File: src/sv/u2u_pkg.sv
`timescale 1ns / 1ps
// ----------------------------------------------------------------------------
// u2u_pkg
// Shared types and constants for the UTF-8 to UTF-16 (BMP) decoder.
// ----------------------------------------------------------------------------
package u2u_pkg;

    localparam logic [15:0] CAP_RESET     = 16'hFFFF;
    localparam logic [15:0] COUNT_MAX     = 16'hFFFF;
    localparam logic [1:0]  PEND_TWO_BYTE = 2'd1;
    localparam logic [1:0]  PEND_THREE    = 2'd2;

    typedef struct packed {
        logic [7:0] byte_in;
        logic       end_of_string;
    } in_item_t;

    typedef struct packed {
        logic        unit_valid;
        logic [15:0] code_unit;
        logic [15:0] unit_count;
        logic        string_done;
    } out_item_t;

endpackage

File: src/sv/u2u_in_stage.sv
`timescale 1ns / 1ps
// ----------------------------------------------------------------------------
// u2u_in_stage
// Input register: captures one byte transfer and holds it until decoded.
// ----------------------------------------------------------------------------
module u2u_in_stage (
    input  logic              aclk,
    input  logic              aresetn,
    input  logic              s_valid,
    output logic              s_ready,
    input  u2u_pkg::in_item_t s_item,
    output logic              item_valid,
    input  logic              item_take,
    output u2u_pkg::in_item_t item
);

    logic              valid_reg;
    logic              valid_next;
    u2u_pkg::in_item_t item_reg;

    // free slot, or the held item leaves this cycle
    assign s_ready    = !valid_reg || item_take;
    assign valid_next = (s_valid && s_ready) || (valid_reg && !item_take);

    always_ff @(posedge aclk) begin
        if (!aresetn) begin
            valid_reg <= 1'b0;
        end else begin
            valid_reg <= valid_next;
        end
        if (s_valid && s_ready) begin
            item_reg <= s_item;
        end
    end

    assign item_valid = valid_reg;
    assign item       = item_reg;

endmodule

File: src/sv/u2u_decode.sv
`timescale 1ns / 1ps
// ----------------------------------------------------------------------------
// u2u_decode
// Sequence decoder: string state, capacity register and one result per byte.
// ----------------------------------------------------------------------------
module u2u_decode (
    input  logic               aclk,
    input  logic               aresetn,
    input  logic               cfg_wr_en,
    input  logic [15:0]        cfg_wr_data,
    input  logic               step,
    input  u2u_pkg::in_item_t  item,
    output u2u_pkg::out_item_t result
);

    logic [15:0] cap_reg;
    logic [1:0]  pend_reg;
    logic [1:0]  pend_next;
    logic [15:0] part_reg;
    logic [15:0] part_next;
    logic [15:0] count_reg;
    logic [15:0] count_next;
    logic        valid;
    logic [15:0] unit;
    logic [7:0]  b;

    assign b = item.byte_in;

    always_comb begin
        valid      = 1'b0;
        unit       = 16'd0;
        pend_next  = pend_reg;
        part_next  = part_reg;
        if (pend_reg != 2'd0) begin
            part_next = {part_reg[9:0], b[5:0]};
            pend_next = pend_reg - 2'd1;
            if (pend_next == 2'd0) begin
                valid     = 1'b1;
                unit      = part_next;
                part_next = 16'd0;
            end
        end else if (count_reg < cap_reg) begin
            if (!b[7]) begin
                valid = 1'b1;
                unit  = {8'd0, b};
            end else if (b[7:5] == 3'b111) begin
                part_next = {12'd0, b[3:0]};
                pend_next = u2u_pkg::PEND_THREE;
            end else if (b[7:6] == 2'b11) begin
                part_next = {11'd0, b[4:0]};
                pend_next = u2u_pkg::PEND_TWO_BYTE;
            end
            // stray continuation byte is dropped
        end
        count_next = count_reg;
        if (valid && count_reg != u2u_pkg::COUNT_MAX) begin
            count_next = count_reg + 16'd1;
        end
    end

    assign result.unit_valid  = valid;
    assign result.code_unit   = unit;
    assign result.unit_count  = count_next;
    assign result.string_done = item.end_of_string;

    always_ff @(posedge aclk) begin
        if (!aresetn) begin
            cap_reg   <= u2u_pkg::CAP_RESET;
            pend_reg  <= 2'd0;
            part_reg  <= 16'd0;
            count_reg <= 16'd0;
        end else begin
            if (cfg_wr_en) begin
                cap_reg <= cfg_wr_data;
            end
            if (step) begin
                if (item.end_of_string) begin
                    pend_reg  <= 2'd0;
                    part_reg  <= 16'd0;
                    count_reg <= 16'd0;
                end else begin
                    pend_reg  <= pend_next;
                    part_reg  <= part_next;
                    count_reg <= count_next;
                end
            end
        end
    end

endmodule

File: src/sv/u2u_out_stage.sv
`timescale 1ns / 1ps
// ----------------------------------------------------------------------------
// u2u_out_stage
// Result register: holds one decoded result until the downstream transfer.
// ----------------------------------------------------------------------------
module u2u_out_stage (
    input  logic               aclk,
    input  logic               aresetn,
    input  logic               load,
    input  u2u_pkg::out_item_t result,
    output logic               space,
    output logic               m_valid,
    input  logic               m_ready,
    output u2u_pkg::out_item_t m_item
);

    logic               valid_reg;
    logic               valid_next;
    u2u_pkg::out_item_t item_reg;

    assign space      = !valid_reg || m_ready;
    assign valid_next = load || (valid_reg && !m_ready);

    always_ff @(posedge aclk) begin
        if (!aresetn) begin
            valid_reg <= 1'b0;
        end else begin
            valid_reg <= valid_next;
        end
        if (load) begin
            item_reg <= result;
        end
    end

    assign m_valid = valid_reg;
    assign m_item  = item_reg;

endmodule

File: src/sv/utf8_to_utf16_bmp_decoder.sv
`timescale 1ns / 1ps
// ----------------------------------------------------------------------------
// utf8_to_utf16_bmp_decoder
// UTF-8 byte stream in, one 16-bit code unit result per byte out.
// Each byte passes through the input register and then the result register.
// Accepts one byte per cycle unless m_ready stalls the result register; the string state updates as each byte advances.
// Reset: synchronous active-low aresetn empties both stages, clears the
// string state and sets output_capacity to 65535.
// ----------------------------------------------------------------------------
module utf8_to_utf16_bmp_decoder (
    input  logic        aclk,
    input  logic        aresetn,
    input  logic        cfg_wr_en,
    input  logic [15:0] cfg_wr_data,
    input  logic        s_valid,
    output logic        s_ready,
    input  logic [7:0]  s_byte_in,
    input  logic        s_end_of_string,
    output logic        m_valid,
    input  logic        m_ready,
    output logic        m_unit_valid,
    output logic [15:0] m_code_unit,
    output logic [15:0] m_unit_count,
    output logic        m_string_done
);

    u2u_pkg::in_item_t  s_item;
    u2u_pkg::in_item_t  held_item;
    u2u_pkg::out_item_t result;
    u2u_pkg::out_item_t m_item;
    logic               held_valid;
    logic               out_space;
    logic               advance;

    assign s_item.byte_in       = s_byte_in;
    assign s_item.end_of_string = s_end_of_string;

    // item moves from input reg to result reg, state updates with it
    assign advance = held_valid && out_space;

    u2u_in_stage u_in (
        .aclk       (aclk),
        .aresetn    (aresetn),
        .s_valid    (s_valid),
        .s_ready    (s_ready),
        .s_item     (s_item),
        .item_valid (held_valid),
        .item_take  (advance),
        .item       (held_item)
    );

    u2u_decode u_dec (
        .aclk        (aclk),
        .aresetn     (aresetn),
        .cfg_wr_en   (cfg_wr_en),
        .cfg_wr_data (cfg_wr_data),
        .step        (advance),
        .item        (held_item),
        .result      (result)
    );

    u2u_out_stage u_out (
        .aclk    (aclk),
        .aresetn (aresetn),
        .load    (advance),
        .result  (result),
        .space   (out_space),
        .m_valid (m_valid),
        .m_ready (m_ready),
        .m_item  (m_item)
    );

    assign m_unit_valid  = m_item.unit_valid;
    assign m_code_unit   = m_item.code_unit;
    assign m_unit_count  = m_item.unit_count;
    assign m_string_done = m_item.string_done;

endmodule
File: config.mk
export PLATFORM = sky130hd
export DESIGN_NAME = utf8_to_utf16_bmp_decoder
export DESIGN_NICKNAME = d
export VERILOG_FILES = /design/src/sv/u2u_pkg.sv /design/src/sv/u2u_in_stage.sv /design/src/sv/u2u_decode.sv /design/src/sv/u2u_out_stage.sv /design/src/sv/utf8_to_utf16_bmp_decoder.sv
export SDC_FILE = /design/constraint.sdc
export NUM_CORES = 1
export LEC_CHECK = 0
export ABC_AREA = 1
export BUFFER_PORTS_ARGS = -buffer_cell sky130_fd_sc_hd__buf_4
export CORE_ASPECT_RATIO = 1.5
export CORE_MARGIN = 3
export CORE_UTILIZATION = 54
export CTS_CLUSTER_DIAMETER = 200
export DETAILED_ROUTE_END_ITERATION = 16
export HOLD_SLACK_MARGIN = 0.06
export PLACE_DENSITY = 0.76
export SYNTH_ARGS = -nofsm -noshare
export SYNTH_HDL_FRONTEND = slang
export SYNTH_SLANG_ARGS = --single-unit
export TNS_END_PERCENT = 100
File: constraint.sdc
create_clock -name aclk -period 6.45 [get_ports aclk]
set_clock_uncertainty 0.15 [all_clocks]
set_input_delay 0.3225 -clock aclk [delete_from_list [all_inputs] [get_ports aclk]]
set_output_delay 0.3225 -clock aclk [all_outputs]
set_load 0.01 [all_outputs]
==> metrics.md, run 1 <==
| Metric | Value |
|---|---|
| EDFF count, synth | 43 |
| CP Launch Type | register |
| Warnings from Yosys | 0 |
| Worst Hold Slack | 0.0632 ns |
| Vias per std cell | 5.12 |
| CP max FO | 37 |
| Post-DP HPWL | 6410 µm |
| Outcome | complete, no violations |
| Largest net degree at the start of global routing | 43 |
| Post-route ant nets | 0 |
| Avg Inst Size Synth | 8.58 µm² |
| Worst Setup Path Type | reg2reg |
| # rows | 39 |
| Largest family of logic cells by synthesized area | simple AND/OR/NAND/NOR gates |
| Share of the synthesized area in the top cell type | 30.0% |
| Synth Flop Type | dfxtp_1 |
| Die height | 115 µm |
| Post-synthesis adder-cell area fraction | 4.65% |
| VDD IR-drop max | 0.153 mV |
| Yosys reg bits | 89 |
| Vias | 3,561 |
| R2r setup slk | 3.79 ns |
| Overflow after GRT | 0 |
| HP Class | in2reg |
| Clk Latency, worst-skew pair | 0.33 ns |
| Final setup TNS | 0 ns |
| Fmax | 376 MHz |
| Mux cell area share after synthesis | 0% |
| Clock Tree Buf Depth | 2 |
| Drt pass-1 iters | 4 |
| Final min period | 2.66 ns |
| Reg clk slew, reported paths | 0.06 ns |
| Max-slew headroom | 55.8% |
| Antenna diodes | 0 |
| Pins Over Slew Limit | 0 |
| Die Span X | 78.9 µm |
| Synth Area in Compound Gates | 8.54% |
| Worst-Margin Slew | 0.661 ns |
| Area after DPL | 4840 µm² |
| Share of cells above drive strength 1 | 19.9% |
| Io pins | 66 |
| Post-synth top cells | 106 x nand2_1, 67 x inv_1, 46 x dfxtp_1 |
| Fin worst setup slack | 3.79 ns |
| GP Congestion | 0.939 |
| Max reg flops | 34 |
| Crit. End Element | register |
| Clk root buf | clkbuf_16 |
| Port bufs | 65 |
| Vias in the first global route | 3,524 |
| Final setup viols | 0 |
| RSZ-0062 raised after global routing | no |
| Final Hold Fails | 0 |
| CORE AREA | 7710 µm² |
| Most frequent cell after synthesis | nand2_1 |
| Post-Syn Area | 4310 µm² |
| Synthesized Nets | 548 |
| Htree depth | 3 |
| Sink Count | 89 |
| Post-synth cell types | 30 |
| Post-Synth XOR/XNOR Area | 2.03% |
| Ranking of synthesized cells by area | edfxtp_1 30%, dfxtp_1 21%, nand2_1 9.2% |
| Initial antenna violation count | 0 |
| Die Area | 9100 µm² |
| Cells after Synth | 502 |
| Total CTS buffers | 9 |
| Arr. time, crit path | 2.77 ns |
| Register area share after synthesis | 51.4% |
| Max_cap viols | 0 |
| Final nets | 634 |
| Pre-CTS WS | 3.75 ns |
| Initial DRC count | 179 |
| Final Cycle Share | 41.2% |
| Area grow syn2layout | 24.3% |
| DRT Wirelength | 9280 µm |
| DRC violations left | 0 |
| Worst path required time | 6.56 ns |
| Simple-gate portion of the synthesized area | 24.7% |
| CTS tree | built |
| Resize count post-CTS | 0 |
| Pleak | 2.48 nW |
| GRT Total Usage | 22.0% |
| Asr flop ratio synth | 0% |
| Finished Cell Area | 5350 µm² |
| Power Density | 230 nW/µm² |
| Routed WL per cell | 13.3 µm |
| Dominant cell type by area after synthesis | edfxtp_1 |
| Initial Util | 55.8% |
| First-pass GRT wire length | 15,600 µm |
critical path, cell delays in order, from the launching register on:
cell,delay (ns)
dfxtp_1,0.33
nand2_1,0.09
nand2_1,0.40
inv_1,0.58
buf_4,0.50
o21ai_2,0.25
nand2_1,0.12
nand2_1,0.05
nor2_1,0.10
cell usage in the layout, fill, tap and decap left out, types with 2 or more instances in the layout:
master	instances
clkbuf_16	9
edfxtp_1	43
dfxtp_1	46
nand3b_1	2
nand2_4	3
nand3_2	2
and2_1	6
ha_1	16
inv_2	4
inv_1	67
a21oi_2	8
clkinvlp_4	2
nor3_2	2
xor2_1	10
a21oi_1	34
clkbuf_1	4
buf_4	68
dlygate4sd3_1	24
nand2_1	106
o21ai_0	20
o21ai_2	2
nand3_1	42
nor3_1	4
nor2_1	43
nand2_2	16
nand4_1	5
worst paths after layout:
kind | startpoint | endpoint | cells after the start
hold / removal | cfg_wr_data[6] | u_dec.cap_reg[6] | 3
setup / recovery | u_out.m_valid | u_dec.part_reg[2] | 8
setup reg to reg | u_out.m_valid | u_dec.part_reg[2] | 8
hold reg to reg | u_dec.cap_reg[0] | u_dec.cap_reg[0] | 2
where the power goes:
part           leakage, nW  switching, mW  internal, mW
sequential           0.782         0.0119         0.621
clock                0.123          0.198         0.272
combinational         1.58         0.0714        0.0542
layer usage:
metal	global-route usage [%]	vias up	part of all wire, %
li1	-	1793	-
met1	23.3	1636	38
met2	39.8	104	53
met3	4.15	28	4.6
met4	13.8	0	3.9
met5	0	-	0
area by class of cell:
cell class,instances,area (µm²)
inverters,72,270
well taps,102,128
clock inverters,2,15.0
multi-input cells,324,1720
flip-flops and latches,89,2210
clock buffers,14,254
repair buffers,92,751
fillers,618,2360
through the flow:
step           utilization, %  total power [mW]  cells
3_5_place_dp             62.8             0.757    655
6_report                 69.4              1.23    695
4_1_cts                  69.4              1.24    695
2_1_floorplan               -             0.715    502
3_3_place_gp             62.8             0.754    655
5_1_grt                  69.4              1.28    695
what timing repair did:
| item | in CTS | in global routing |
|---|---|---|
| hold endpoints to repair | 24 | 0 |
| setup buffers | 0 | 0 |
| hold buffers | 24 | 0 |
| setup endpoints to repair | 0 | 0 |
logic make-up (layout without fill, tap and decap cells):
| family | Yosys count | count (layout) |
|---|---|---|
| AND/OR/NAND/NOR | 233 | 233 |
| adder cells (fa/ha/maj) | 16 | 16 |
| AO/OA/AOI/OAI | 65 | 65 |
| buffers and inverters | 89 | 180 |
| flip-flops | 89 | 89 |
| XOR/XNOR | 10 | 10 |
No activity file was read; power rests on OpenSTA's default activity.
==> inputs of run 2 (changes only) <==
- CORE_UTILIZATION: 54 -> 51
- clock period: 6.45 -> 2.3 ns (I/O delays scaled with it)
==> run 2 against run 1 <==
Compared with the run above:
- final cell count increased by 8.9%
- die area rose by 5.5%
- register-to-register slack got worse by 3.7 ns
- flip-flop and latch count unchanged
- count of clock-buffer cells in the layout shrank 5
- sequential power grew to 2.8 times the previous value
- setup slack got worse by 3.7 ns
- total power grew to 3.1 times the previous value
- combinational power rose to 3.7 times the previous value
- maximum frequency up 21%
- design area up 12%
- worst hold slack better by 0.28 ns
- critical path type unchanged
==> metrics.md, run 2 (synthesis results as in run 1) <==
| Metric | Value |
|---|---|
| Share of cells above drive strength 1 | 22.9% (+3.0 points) |
| Design Power | 3.80 mW (+210%) |
| Int Pwr | 2.91 mW (+210%) |
| Clk Latency, worst-skew pair | 0.34 ns (about the same) |
| Die Span X | 81.0 µm (+2.7%) |
| Antenna diodes | 0 (unchanged) |
| Sw Ratio | 23.5% (+0.58 points) |
| Worst path required time | 2.25 ns (-4.31 ns) |
| Io pins | 66 (unchanged) |
| Port bufs | 65 (unchanged) |
| GRT Total Usage | 24.7% (+2.7 points) |
| Die height | 119 µm (+2.7%) |
| Max stage delay on crit path | 0.33 ns (-0.25 ns) |
| Clk root buf | clkbuf_16 |
| Most common cell after layout, fill and taps aside | nand2_1 |
| Max reg flops | 34 (unchanged) |
| Vias per std cell | 5.17 (+0.89%) |
| Arr. time, crit path | 2.15 ns (-0.62 ns) |
| Sequential share of power | 46.6% (-4.9 points) |
| Comb pwr share | 12.1% (+1.9 points) |
| Htree depth | 3 (unchanged) |
| Overflow after GRT | 0 (unchanged) |
| Commonest cells after routing, fill and taps aside | 106 x nand2_1, 87 x buf_4, 67 x inv_1 |
| Vias | 3,913 (+9.9%) |
| Outcome | complete, no violations |
| R2r setup slk | 0.1 ns (-3.69 ns) |
| Pleak | 2.78 nW (+12%) |
| Fill cells | 575 (-7.0%) |
| Total CTS buffers | 9 (unchanged) |
| VDD IR-drop max | 0.409 mV (+170%) |
| Area grow syn2layout | 39.8% |
| Clock group share of total power | 41.2% (+2.9 points) |
| Initial DRC count | 208 (+16%) |
| Max-slew headroom | 64.1% (+8.3 points) |
| RSZ-0062 raised after global routing | no |
| Final Cycle Share | 95.8% (+55 points) |
| # rows | 40 (+2.6%) |
| First-pass GRT wire length | 18,100 µm (+16%) |
| HP Class | in2reg |
| Sink Count | 89 (unchanged) |
| Max_cap viols | 0 (unchanged) |
| CTS tree | built |
| Register area | 2210 µm² (about the same) |
| Post-DP HPWL | 7160 µm (+12%) |
| DRT Wirelength | 11,400 µm (+23%) |
| Final setup viols | 0 (unchanged) |
| Most frequent CP cell | nand2_1 |
| Worst Setup Path Type | reg2reg |
| Final min period | 2.20 ns (-0.457 ns) |
| Final Hold Fails | 0 (unchanged) |
| Largest net degree at the start of global routing | 40 (-7.0%) |
| CORE AREA | 8110 µm² (+5.2%) |
| Vias in the first global route | 3,909 (+11%) |
| Crit. End Element | register |
| Power Density | 632 nW/µm² (+180%) |
| Routed WL per cell | 15.0 µm (+13%) |
| Drt pass-1 iters | 4 (unchanged) |
| Post-route ant nets | 0 (unchanged) |
| DRC violations left | 0 (unchanged) |
| Worst-Margin Slew | 0.533 ns (-0.128 ns) |
| CP Launch Type | register |
| Cell Chain, Critical Path | ha_1, nand2_1, nor2_1, nor3_1, nand2_1, nand2_2, nand3_4, nand2_8, nand3_1, and2_1 |
| Postcts setup bufs | 0 (unchanged) |
| Reg clk slew, reported paths | 0.06 ns (about the same) |
| Final nets | 693 (+9.3%) |
| Critical-path top delay cell | dfxtp_1 |
| GP Congestion | 0.940 (+0.17%) |
| Clock Tree Buf Depth | 2 (unchanged) |
| Footprint of the multi-input gates | 1820 µm² (+5.8%) |
| Post-layout utilization of the core | 74.2% (+4.8 points) |
| Fmax | 454 MHz (+21%) |
| NetSw | 0.894 mW (+220%) |
| Pins Over Slew Limit | 0 (unchanged) |
| CP max FO | 6 (-84%) |
| Initial Util | 53.1% (-2.7 points) |
| Die Area | 9600 µm² (+5.5%) |
| Initial antenna violation count | 0 (unchanged) |
## run 2: per-stage QoR
step | cell area [µm²] | hold slack, ns | worst slack (ns) | TNS [ns] | std cells
floorplan | 4310 | 0.0639 | 0.216 | 0 | 502
global placement | 4990 | 0.144 | 0.0319 | 0 | 677
detailed placement | 4990 | 0.146 | -0.0487 | -0.450 | 677
CTS | 5930 | 0.327 | 0.00214 | 0 | 754
global route | 6020 | 0.341 | 0.0257 | 0 | 757
finish | 6020 | 0.345 | 0.0973 | 0 | 757
## run 2: path summary, 6_finish.rpt
check / startpoint / to / cells after the start
setup / recovery: u_dec.count_reg[7] / u_out.m_item[1] / 10
hold / removal: s_byte_in[1] / u_in.item[2] / 2
setup reg to reg: u_dec.count_reg[7] / u_out.m_item[1] / 10
hold reg to reg: u_dec.part_reg[4] / u_dec.part_reg[4] / 2
## run 2: critical path, delay by kind of cell, from the launching register on
family	cells	cell delay (ns)
DFF	1	0.33
and+or+nand+nor	9	1.14
adders and majority gates	1	0.32
## run 2: what timing repair did
| action | CTS | global route |
|---|---|---|
| endpoints found under the hold margin | 32 | 0 |
| cloned | 0 | 3 |
| setup endpoints to repair | 26 | 47 |
| pin swaps | 0 | 8 |
| resized for setup | 1 | 13 |
| hold buffers | 61 | 0 |
## run 2: final cells by class
cell class / count / area share, %
well taps: 105 / 2.18
repair buffers: 148 / 21.0
clock buffers: 9 / 3.74
inverters: 72 / 4.49
multi-input cells: 327 / 30.2
flip-flops and latches: 89 / 36.8
clock inverters: 7 / 1.56
## run 2: power groups by stage
stage	registers [mW]	clock network, mW	logic (mW)
3_5_place_dp	1.81	0	0.334
6_report	1.77	1.57	0.462
4_1_cts	1.77	1.59	0.428
2_1_floorplan	1.81	0	0.191
3_3_place_gp	1.80	0	0.325
5_1_grt	1.78	1.65	0.505
## run 2: metal layers
| metal | vias to the layer above | share of wire [%] | track usage, % |
|---|---|---|---|
| met4 | 0 | 2.7 | 9.41 |
| li1 | 1925 | - | - |
| met1 | 1841 | 38 | 26.1 |
| met3 | 30 | 4.6 | 5.03 |
| met5 | - | 0 | 0 |
| met2 | 117 | 55 | 46.1 |
